==> src/sv/rcs_pkg.sv <==
// ----------------------------------------------------------------------------
// rcs_pkg
// Widths and constants shared by the recurrence checksum unit and its channel
// interfaces, and the modulo-65535 fold used by the unit.
// ----------------------------------------------------------------------------
package rcs_pkg;

   localparam int BYTE_W  = 8;
   localparam int TERM_W  = 16;
   localparam int POS_W   = 8;
   // (byte + alpha) is 9 bits, times a 16-bit term
   localparam int SUM_W   = BYTE_W + 1;
   localparam int PROD_W  = SUM_W + TERM_W;
   localparam int SUB_W   = BYTE_W + TERM_W;
   localparam int MAG_W   = PROD_W;
   localparam int DIFF_W  = PROD_W + 1;

   localparam logic [TERM_W-1:0] FIRST_ADD = TERM_W'(7);
   localparam logic [TERM_W-1:0] TERM_ONE  = TERM_W'(1);
   localparam logic [TERM_W-1:0] MOD_VAL   = {TERM_W{1'b1}};

   // Reduce a magnitude modulo 2^16 - 1 by folding the high bits onto the low.
   function automatic logic [TERM_W-1:0] fold_mod(input logic [MAG_W-1:0] v);
      logic [TERM_W:0]   s;
      logic [TERM_W-1:0] t;
      s = {1'b0, v[TERM_W-1:0]} + (TERM_W+1)'(v[MAG_W-1:TERM_W]);
      t = s[TERM_W-1:0] + TERM_W'(s[TERM_W]);
      fold_mod = (t == MOD_VAL) ? '0 : t;
   endfunction

endpackage

==> src/sv/rcs_req_if.sv <==
// ----------------------------------------------------------------------------
// rcs_req_if
// Byte channel into the checksum unit: valid/ready with a byte and two flags.
// ----------------------------------------------------------------------------
interface rcs_req_if;
   import rcs_pkg::*;

   logic              valid;
   logic              ready;
   logic [BYTE_W-1:0] byte_value;
   logic              first_byte;
   logic              last_byte;

   modport source (output valid, output byte_value, output first_byte,
                   output last_byte, input ready);
   modport sink   (input valid, input byte_value, input first_byte,
                   input last_byte, output ready);
endinterface

==> src/sv/rcs_rsp_if.sv <==
// ----------------------------------------------------------------------------
// rcs_rsp_if
// Checksum channel out of the checksum unit: valid/ready with a 16-bit word.
// ----------------------------------------------------------------------------
interface rcs_rsp_if;
   import rcs_pkg::*;

   logic              valid;
   logic              ready;
   logic [TERM_W-1:0] checksum;

   modport source (output valid, output checksum, input ready);
   modport sink   (input valid, input checksum, output ready);
endinterface

==> src/sv/recurrence_checksum_byte_stream_unit.sv <==
// ----------------------------------------------------------------------------
// recurrence_checksum_byte_stream_unit
// Running recurrence checksum over a byte stream, one byte per cycle unless a last byte waits on rsp_ch.
// ----------------------------------------------------------------------------
// Usage:
//   req_ch carries message bytes with first_byte / last_byte flags; an item
//   moves when valid and ready are both high. A first byte restarts the
//   recurrence; every byte with last_byte set produces one item on rsp_ch
//   holding the checksum of the message so far.
//   Path: an accepted byte is registered in the input register, and its
//   checksum is then registered in the result register that drives rsp_ch;
//   a stall on rsp_ch can hold a last byte between the two.
//   Throughput: one byte per cycle while no checksum waits on rsp_ch. The
//   term update (two narrow multiplies, a subtract and a 65535 fold) is
//   combinational; it sets the rate via the feedback on the two stored terms.
//   Stall: while a checksum waits on rsp_ch, a pending last byte holds in the
//   input register and req_ch.ready drops; bytes without last_byte keep
//   flowing. req_ch.ready depends on rsp_ch.ready combinationally.
//   Reset (synchronous, active high): both terms go to 1, position to 0,
//   and both channels empty.
// ----------------------------------------------------------------------------
module recurrence_checksum_byte_stream_unit (
   input logic        clock,
   input logic        reset,
   rcs_req_if.sink    req_ch,
   rcs_rsp_if.source  rsp_ch
);
   import rcs_pkg::*;

   // input register
   logic              in_valid_ff, in_valid_in;
   logic [BYTE_W-1:0] in_byte_ff;
   logic              in_first_ff;
   logic              in_last_ff;

   // recurrence state
   logic [TERM_W-1:0] prev_ff, prev_in;
   logic [TERM_W-1:0] cur_ff, cur_in;
   logic [POS_W-1:0]  pos_ff, pos_in;

   // result register
   logic              out_valid_ff, out_valid_in;
   logic [TERM_W-1:0] out_sum_ff;

   logic              advance;
   logic              out_free;
   logic              req_take;

   logic [BYTE_W-1:0] alpha;
   logic [BYTE_W-1:0] beta;
   logic [SUM_W-1:0]  coef;
   logic [PROD_W-1:0] prod;
   logic [SUB_W-1:0]  sub;
   logic [DIFF_W-1:0] diff;
   logic [MAG_W-1:0]  mag;
   logic [TERM_W-1:0] rem;
   logic [TERM_W-1:0] next_term;

   // handshake: last bytes wait for room in the result register
   assign out_free  = !out_valid_ff || rsp_ch.ready;
   assign advance   = in_valid_ff && (!in_last_ff || out_free);
   assign req_ch.ready = !in_valid_ff || advance;
   assign req_take  = req_ch.valid && req_ch.ready;

   // coefficients: 17*i and 31*i modulo 256
   assign alpha = pos_ff + (pos_ff << 4);
   assign beta  = (pos_ff << 5) - pos_ff;

   // multiply-subtract, then fold modulo 65535 with the two's-complement wrap
   always_comb begin
      coef = {1'b0, in_byte_ff} + {1'b0, alpha};
      prod = PROD_W'(coef) * PROD_W'(cur_ff);
      sub  = SUB_W'(beta) * SUB_W'(prev_ff);
      diff = {1'b0, prod} - DIFF_W'(sub);
      mag  = diff[DIFF_W-1] ? MAG_W'(-diff) : diff[MAG_W-1:0];
      rem  = fold_mod(mag);
      if (!diff[DIFF_W-1]) begin
         next_term = rem;
      end else if (rem <= TERM_ONE) begin
         next_term = TERM_ONE - rem;
      end else begin
         next_term = TERM_W'((TERM_W+1)'(1) << TERM_W) - rem;
      end
   end

   // next state for input, recurrence and result registers
   always_comb begin
      in_valid_in  = req_take || (in_valid_ff && !advance);
      prev_in      = prev_ff;
      cur_in       = cur_ff;
      pos_in       = pos_ff;
      out_valid_in = out_valid_ff && !rsp_ch.ready;
      if (advance) begin
         if (in_first_ff) begin
            prev_in = TERM_ONE;
            cur_in  = TERM_W'(in_byte_ff) + FIRST_ADD;
            pos_in  = POS_W'(1);
         end else begin
            prev_in = cur_ff;
            cur_in  = next_term;
            pos_in  = pos_ff + POS_W'(1);
         end
         if (in_last_ff) begin
            out_valid_in = 1'b1;
         end
      end
   end

   // control registers
   always_ff @(posedge clock) begin
      if (reset) begin
         in_valid_ff  <= 1'b0;
         out_valid_ff <= 1'b0;
         prev_ff      <= TERM_ONE;
         cur_ff       <= TERM_ONE;
         pos_ff       <= '0;
      end else begin
         in_valid_ff  <= in_valid_in;
         out_valid_ff <= out_valid_in;
         prev_ff      <= prev_in;
         cur_ff       <= cur_in;
         pos_ff       <= pos_in;
      end
   end

   // payload registers: load item on accept, load checksum on a last byte
   always_ff @(posedge clock) begin
      if (req_take) begin
         in_byte_ff  <= req_ch.byte_value;
         in_first_ff <= req_ch.first_byte;
         in_last_ff  <= req_ch.last_byte;
      end
      if (advance && in_last_ff) begin
         out_sum_ff <= cur_in;
      end
   end

   assign rsp_ch.valid    = out_valid_ff;
   assign rsp_ch.checksum = out_sum_ff;

endmodule
==> src/flat_wrapper.sv <==
// flat-port wrapper written by rule: the top's interface ports become plain ports
module recurrence_checksum_byte_stream_unit_flat import rcs_pkg::*;
  (clock, reset, req_ch_valid, req_ch_byte_value, req_ch_first_byte, req_ch_last_byte, req_ch_ready, rsp_ch_valid, rsp_ch_checksum, rsp_ch_ready);
  rcs_req_if req_ch_i ();
  rcs_rsp_if rsp_ch_i ();
  input logic clock;
  input logic reset;
  input wire logic [$bits(req_ch_i.valid)-1:0] req_ch_valid;
  input wire logic [$bits(req_ch_i.byte_value)-1:0] req_ch_byte_value;
  input wire logic [$bits(req_ch_i.first_byte)-1:0] req_ch_first_byte;
  input wire logic [$bits(req_ch_i.last_byte)-1:0] req_ch_last_byte;
  output wire logic [$bits(req_ch_i.ready)-1:0] req_ch_ready;
  output wire logic [$bits(rsp_ch_i.valid)-1:0] rsp_ch_valid;
  output wire logic [$bits(rsp_ch_i.checksum)-1:0] rsp_ch_checksum;
  input wire logic [$bits(rsp_ch_i.ready)-1:0] rsp_ch_ready;
  assign req_ch_i.valid = req_ch_valid;
  assign req_ch_i.byte_value = req_ch_byte_value;
  assign req_ch_i.first_byte = req_ch_first_byte;
  assign req_ch_i.last_byte = req_ch_last_byte;
  assign req_ch_ready = req_ch_i.ready;
  assign rsp_ch_valid = rsp_ch_i.valid;
  assign rsp_ch_checksum = rsp_ch_i.checksum;
  assign rsp_ch_i.ready = rsp_ch_ready;
  recurrence_checksum_byte_stream_unit u_core (.clock(clock), .reset(reset), .req_ch(req_ch_i), .rsp_ch(rsp_ch_i));
endmodule
==> config.mk <==
export PLATFORM = sky130hd
export DESIGN_NAME = recurrence_checksum_byte_stream_unit_flat
export DESIGN_NICKNAME = d
export VERILOG_FILES = /design/src/sv/rcs_pkg.sv /design/src/sv/rcs_req_if.sv /design/src/sv/rcs_rsp_if.sv /design/src/sv/recurrence_checksum_byte_stream_unit.sv /design/src/flat_wrapper.sv
export SDC_FILE = /design/constraint.sdc
export NUM_CORES = 1
export LEC_CHECK = 0
export BUFFER_PORTS_ARGS = -buffer_cell sky130_fd_sc_hd__buf_2
export CORE_AREA = 2 2 156 158
export DETAILED_ROUTE_END_ITERATION = 12
export DIE_AREA = 0 0 158 160
export GPL_ROUTABILITY_DRIVEN = 0
export PLACE_DENSITY = 0.91
export SETUP_SLACK_MARGIN = 0.02
export SYNTH_ARGS = -nofsm -noshare
export SYNTH_HDL_FRONTEND = slang
export SYNTH_SLANG_ARGS = --single-unit
export TNS_END_PERCENT = 50
==> constraint.sdc <==
create_clock -name clock -period 16.6 [get_ports clock]
set_clock_uncertainty 0.2 [all_clocks]
set_input_delay 1.66 -clock clock [delete_from_list [all_inputs] [get_ports clock]]
set_output_delay 1.66 -clock clock [all_outputs]
set_load 0.01 [all_outputs]
======== Word level (Yosys, flattened, before mapping) ========
Cells that the tools add are included.
storage, ports and cells
  bits in registers ....................... 68
  word-level logic and storage cells ...... 48
cells by class
  $add $sub $neg .......................... 11
  multipliers ............................. 2
  $lt $le $gt $ge ......................... 1
  equal/unequal tests ..................... 1
  multiplexer cells ....................... 10
  reductions and logical operators ........ 14
operators with widths
  operator               number
  $mux 16                6
  $sub 1x16->16 const A  2
  $sub 25x24->26         1
  $mul 9x16->25          1
  $mux 25                1
  $neg 25->25            1
  $mul 8x16->24          1
  $add 16x9->17          1
  $add 16x1->16          1
  $eq 16x16->1 const B   1
  $le 16x1->1 const B    1
  $add 8x3->9 const B    1
  $add 8x8->9            1
  $add 8x1->8 const B    1
  $add 8x8->8            1
  $mux 8                 1
  $sub 8x8->8            1
  $logic_and 1x1->1      5
  $logic_not 1->1        5
  $logic_or 1x1->1       4
  $mux 1                 2

======== Logic depth before layout (Yosys ltp) ========
  depth after elaboration ................. 15
  gate-level depth with buffers ........... 72
  gate-level depth less buffers ........... 71

======== Worst setup path after synthesis ========
No wires, ideal clock.
  path kind ............................... register to register
  from .................................... reg u_core.pos_ff[1]
  to ...................................... reg u_core.out_sum_ff[14], in the netlist u_core.rsp_ch.checksum[14] (data pin)
  setup time .............................. 265 ps
  data arrival time ....................... 14566 ps
  required time ........................... 16135 ps
  path slack .............................. 1569 ps
  stages on the path, launching flop included .. 67
  buffers on the path ..................... 2
  clock period less this slack ............ 15031 ps
  cells stage by stage .................... dfxtp_1 > inv_1 > fa_1 > inv_1 > a21oi_1 > o21ai_0 > a21oi_1 > nor2_1 > nor2_1 > xnor2_1 > clkbuf_1 > nand2_1 > fa_1 > fa_1 > inv_1 > fa_1 > inv_1 > fa_1 > (+31 left out) > nor2_1 > nand3_1 > nor4_1 > nand2b_1 > or4_4 > a211oi_4 > nand2_2 > nand2_1 > ha_1 > nand2_1 > o21ai_0 > and3_1 > nand2_1 > mux2i_1 > a21boi_2 > o211ai_1 > a21oi_1 > or3_1
on the way
  longest elaborated chain between the ends .. 15
  elaborated cells between the ends (all ways) .. 19
ends and longest elaborated chain
  item                                         line                                         RTL
  from (decl)                                  recurrence_checksum_byte_stream_unit.sv:39   logic [POS_W-1:0] pos_ff, pos_in;
  from (signal assigned)                       recurrence_checksum_byte_stream_unit.sv:122  pos_ff <= pos_in;
  $add 8x8->8                                  recurrence_checksum_byte_stream_unit.sv:66   assign alpha = pos_ff + (pos_ff << 4);
  $add 8x8->9                                  recurrence_checksum_byte_stream_unit.sv:71   coef = {1'b0, in_byte_ff} + {1'b0, alpha};
  $mul 9x16->25                                recurrence_checksum_byte_stream_unit.sv:72   prod = PROD_W'(coef) * PROD_W'(cur_ff);
  $sub 25x24->26 (*)                           recurrence_checksum_byte_stream_unit.sv:74   diff = {1'b0, prod} - DIFF_W'(sub);
  $neg 25->25                                  recurrence_checksum_byte_stream_unit.sv:75   mag = diff[DIFF_W-1] ? MAG_W'(-diff) : diff[MAG_W-1:0];
  $mux 25                                      recurrence_checksum_byte_stream_unit.sv:75
  $add 16x9->17                                rcs_pkg.sv:26                                s = {1'b0, v[TERM_W-1:0]} + (TERM_W+1)'(v[MAG_W-1:TERM_W]);
  $add 16x1->16                                rcs_pkg.sv:27                                t = s[TERM_W-1:0] + TERM_W'(s[TERM_W]);
  $eq 16x16->1                                 rcs_pkg.sv:28                                fold_mod = (t == MOD_VAL) ? '0 : t;
  $mux 16                                      rcs_pkg.sv:28
  $sub 1x16->16, or another cell as far along  recurrence_checksum_byte_stream_unit.sv:82   next_term = TERM_W'((TERM_W+1)'(1) << TERM_W) - rem;
  $mux 16                                      recurrence_checksum_byte_stream_unit.sv:79   end else if (rem <= TERM_ONE) begin
  $mux 16 (*)                                  recurrence_checksum_byte_stream_unit.sv:77   if (!diff[DIFF_W-1]) begin
  $mux 16 (*)                                  recurrence_checksum_byte_stream_unit.sv:94   if (in_first_ff) begin
  $mux 16 (*)                                  recurrence_checksum_byte_stream_unit.sv:93   if (advance) begin
  via u_core.cur_in[14]                        recurrence_checksum_byte_stream_unit.sv:38   logic [TERM_W-1:0] cur_ff, cur_in;
  to (signal assigned)                         recurrence_checksum_byte_stream_unit.sv:134  out_sum_ff <= cur_in;
  to (decl)                                    recurrence_checksum_byte_stream_unit.sv:43   logic [TERM_W-1:0] out_sum_ff;
Mark *: on every way through the listed nets, which the timed path passes. The rest lies on a longest branch.
A chain may end at the register's enable or synchronous reset.

======== Worst setup path after layout ========
  from .................................... reg u_core.in_byte_ff[0]
  to ...................................... reg u_core.out_sum_ff[14], in the netlist u_core.rsp_ch.checksum[14] (data pin)
on the way
  longest elaborated chain between the ends .. 14
  elaborated cells between the ends (all ways) .. 16
ends and longest elaborated chain
  item                                         line                                         RTL
  from (decl)                                  recurrence_checksum_byte_stream_unit.sv:32   logic [BYTE_W-1:0] in_byte_ff;
  from (signal assigned)                       recurrence_checksum_byte_stream_unit.sv:129  in_byte_ff <= req_ch.byte_value;
  $add 8x8->9 (*)                              recurrence_checksum_byte_stream_unit.sv:71
  $mul 9x16->25 (*)                            recurrence_checksum_byte_stream_unit.sv:72
  $sub 25x24->26 (*)                           recurrence_checksum_byte_stream_unit.sv:74
  $neg 25->25                                  recurrence_checksum_byte_stream_unit.sv:75
  $mux 25                                      recurrence_checksum_byte_stream_unit.sv:75
  $add 16x9->17                                rcs_pkg.sv:26
  $add 16x1->16                                rcs_pkg.sv:27
  $eq 16x16->1                                 rcs_pkg.sv:28
  $mux 16                                      rcs_pkg.sv:28
  $sub 1x16->16, or another cell as far along  recurrence_checksum_byte_stream_unit.sv:82
  $mux 16                                      recurrence_checksum_byte_stream_unit.sv:79
  $mux 16 (*)                                  recurrence_checksum_byte_stream_unit.sv:77
  $mux 16 (*)                                  recurrence_checksum_byte_stream_unit.sv:94
  $mux 16 (*)                                  recurrence_checksum_byte_stream_unit.sv:93
  via u_core.cur_in[14]                        recurrence_checksum_byte_stream_unit.sv:38
Marks and branches as above.

==> key figures <==
Outcome
  – Status: complete, no violations

Synth
  – Async set-or-reset flop fraction in the synthesized netlist: 0
  – Top cell type's share of synthesized area: 0.301
  – Mapped Area: 0.0152 mm²
  – Yosys warning count: 0
  – Seq/Total Area, Yosys: 0.107
  – Syn Nets: 2128
  – Ys flop type: dfxtp_1
  – Biggest area consumer among synthesized cells: fa_1
  – Top cells by area, synth: fa_1 (30%), ha_1 (9.1%), inv_1 (7.3%), and2_1 (6.4%), dfxtp_1 (5.5%)
  – Synth unique cells: 96
  – Seq cells post-synth: 68
  – EDFF count, synth: 26
  – Gate Count Post-Synth: 1775
  – Syn avg cell area: 8.55 µm²

Critical path
  – Most used cell along the critical path: nand2_1
  – CP Data Arrival Time: 15750 ps
  – Critical path's largest stage delay: 640 ps
  – WS Path Type: register to register
  – Critical Path End Type: register
  – Startpoint Class: register
  – Slowest CP cell: or4_4
  – Worst-path maximum fanout: 14
  – Req. time, crit path: 16500 ps

Finish
  – Share of layout cells above drive strength 1: 0.0812
  – Final nets: 2121
  – Number of diodes: 0
  – Layout area overhead: 5.87%
  – Post-Layout Cell Count: 2097

Clock network
  – Clock slew at reported path FFs: 60 ps
  – Clk sinks: 68
  – Worst-Skew Late Latency: 350 ps
  – TritonCTS Buffers: 9
  – CTS tree: yes
  – # H-tree levels: 3
  – Clk buf depth: 2
  – Clk root buf: clkbuf_16

Floorplanning
  – Starting Density: 0.637
  – Num ports: 32
  – Core box area: 0.0238 mm²
  – Die X: 158 µm
  – Area of the die: 0.0253 mm²
  – FP Rows: 57
  – DIE HEIGHT: 160 µm

Timing
  – Slew headroom: 0.109
  – Final hold violations: 0
  – Final Max Slew Viols: 0
  – Min Tclk post-route: 15860 ps
  – Final setup violation count: 0
  – Fin crit share: 0.955
  – Max Freq: 0.0631 GHz
  – Worst Max-Slew Pin Slew: 1330 ps

Global route
  – Global-route wire length before repair: 69.4 mm
  – Vias in the first global route: 13800
  – Largest net degree at the start of global routing: 36
  – Initial antenna violation count: 0
  – Gr ovfl total: 0
  – GRT Util Overall: 0.346

Route
  – DR iter-0 viols: 1719
  – WL per Instance: 20.0 µm
  – Residual DRC count: 0
  – Routed metal-1 wirelength: 14.9 mm
  – Drt via density: 6.36
  – Final WL: 41.9 mm
  – Post-route ant nets: 0
  – Top Metal Used: met4
  – Met2 wire length: 19.9 mm
  – Number of vias in the routed layout: 13300
  – Metal3 WL: 4.84 mm
  – Router iterations before antenna repair: 9

Place
  – HPWL Detailed: 32.3 mm
  – IO Port Bufs: 31
  – Placed cell count: 2076

Flow run
  – Maxcap violations: 0

Hold path
  – Hold Crit Class: register to register
-- registers in the layout, indices dropped and copies added, names as in the netlist --
signal / cells
u_core.cur_ff: 16
u_core.in_valid_ff: 1
u_core.in_byte_ff: 8
u_core.prev_ff: 16
u_core.pos_ff: 8
u_core.rsp_ch.checksum: 16
u_core.in_last_ff: 1
u_core.in_first_ff: 1
u_core.rsp_ch.valid: 1
-- layout make-up --
cell class,count,area [µm²]
Clock inverter,7,75.1
Multi-Input combinational cell,1335,12300
Tap cell,324,405
Inverter,297,1110
Fill cell,1731,7750
Sequential cell,68,1630
Clock buffer,9,225
Timing Repair Buffer,57,350
-- final timing paths --
kind / depth (start not counted) / slack (ps) / start / to
worst max-delay path: 68 / 740 / u_core.in_byte_ff[0] / u_core.rsp_ch.checksum[14]
worst min-delay path: 1 / 310 / u_core.pos_ff[0] / u_core.pos_ff[0]
worst max register to register: 68 / 740 / u_core.in_byte_ff[0] / u_core.rsp_ch.checksum[14]
worst min register to register: 1 / 310 / u_core.pos_ff[0] / u_core.pos_ff[0]
-- metal layers --
layer,up-vias,GRT usage
met1,6423,0.454
met4,0,0.127
met3,247,0.0703
met2,954,0.569
met5,-,0
li1,5716,-
-- layout by cell type (no fill, tap or decap), types with 7 or more instances in the layout --
master	Yosys	final
o21a_1	13	13
nor2_1	59	59
and3_1	18	18
inv_1	297	297
nor3_1	28	26
clkbuf_16	0	9
nand4_1	15	15
fa_1	228	228
o31ai_1	7	7
dfxtp_1	42	38
o21ai_0	28	25
nor2b_1	10	10
nor4_1	11	8
nand3b_1	20	20
nand3_1	20	19
a21oi_1	78	74
a21o_1	15	15
o211ai_1	8	8
xnor2_1	67	66
edfxtp_1	26	26
nand2b_1	28	28
a31oi_1	12	10
nand2_1	216	216
a211oi_1	13	12
o21ai_1	15	18
and2_1	156	156
buf_4	3	26
xor2_1	25	25
buf_2	5	31
ha_1	111	105
-- kinds of logic (layout without fill, tap and decap cells) --
logic type,after synthesis,in the layout,synth area share
compound gates,263,263,0.122
xor+xnor,98,98,0.0603
fa+ha+maj,339,339,0.392
buf+inv,372,370,0.0946
flops,68,68,0.107
mux,7,7,0.00462
simple gates,628,628,0.219
-- cell usage after synthesis (6+ instances only) --
master	count
nand2_1	216
nor4_1	11
mux2i_1	7
inv_1	297
and2_1	156
clkbuf_1	58
o21a_1	13
xnor2_1	67
edfxtp_1	26
buf_1	6
nor2b_1	10
ha_1	111
and3_1	18
nand3b_1	20
fa_1	228
nand4_1	15
a21o_1	15
a21oi_1	78
dfxtp_1	42
or3_1	6
o211ai_1	8
xor2_1	25
nand2b_1	28
nor2_1	59
a211oi_1	13
nand3_1	20
o21ai_0	28
a31oi_1	12
o21ai_1	15
o31ai_1	7
and4_1	6
nor3_1	28
-- what timing repair did --
item | in CTS | in global routing
setup endpoints to repair | 25 | 32
resized for setup | 4 | 35
setup buffers | 0 | 5
pin swaps | 0 | 5
hold buffers | 0 | 0
-- per-stage QoR --
step	instance area [µm²]	hold slack, ps	setup TNS, ps	setup slack [ps]	utilization
final	16100	307	0	741	0.675
after global routing	16100	322	-168	-100	0.675
after CTS	15900	355	0	121	0.667
after detailed placement	15600	336	-967	-228	0.654
after global placement	15600	325	0	670	0.654
after floorplan	15200	262	0	1570	-
-- critical path: cells and delay by family (launching register included) --
kind	cells	cell delay, ps
DFF	1	380
AOI/OAI and AO/OA	16	3090
buffers and inverters	8	790
xor gates and xnor gates	3	610
muxes	1	240
adders and majority gates	12	4900
and+or+nand+nor	28	5390
Power is not shown: default switching activity piles up to over one toggle a cycle in this logic, so the estimate is an artifact.
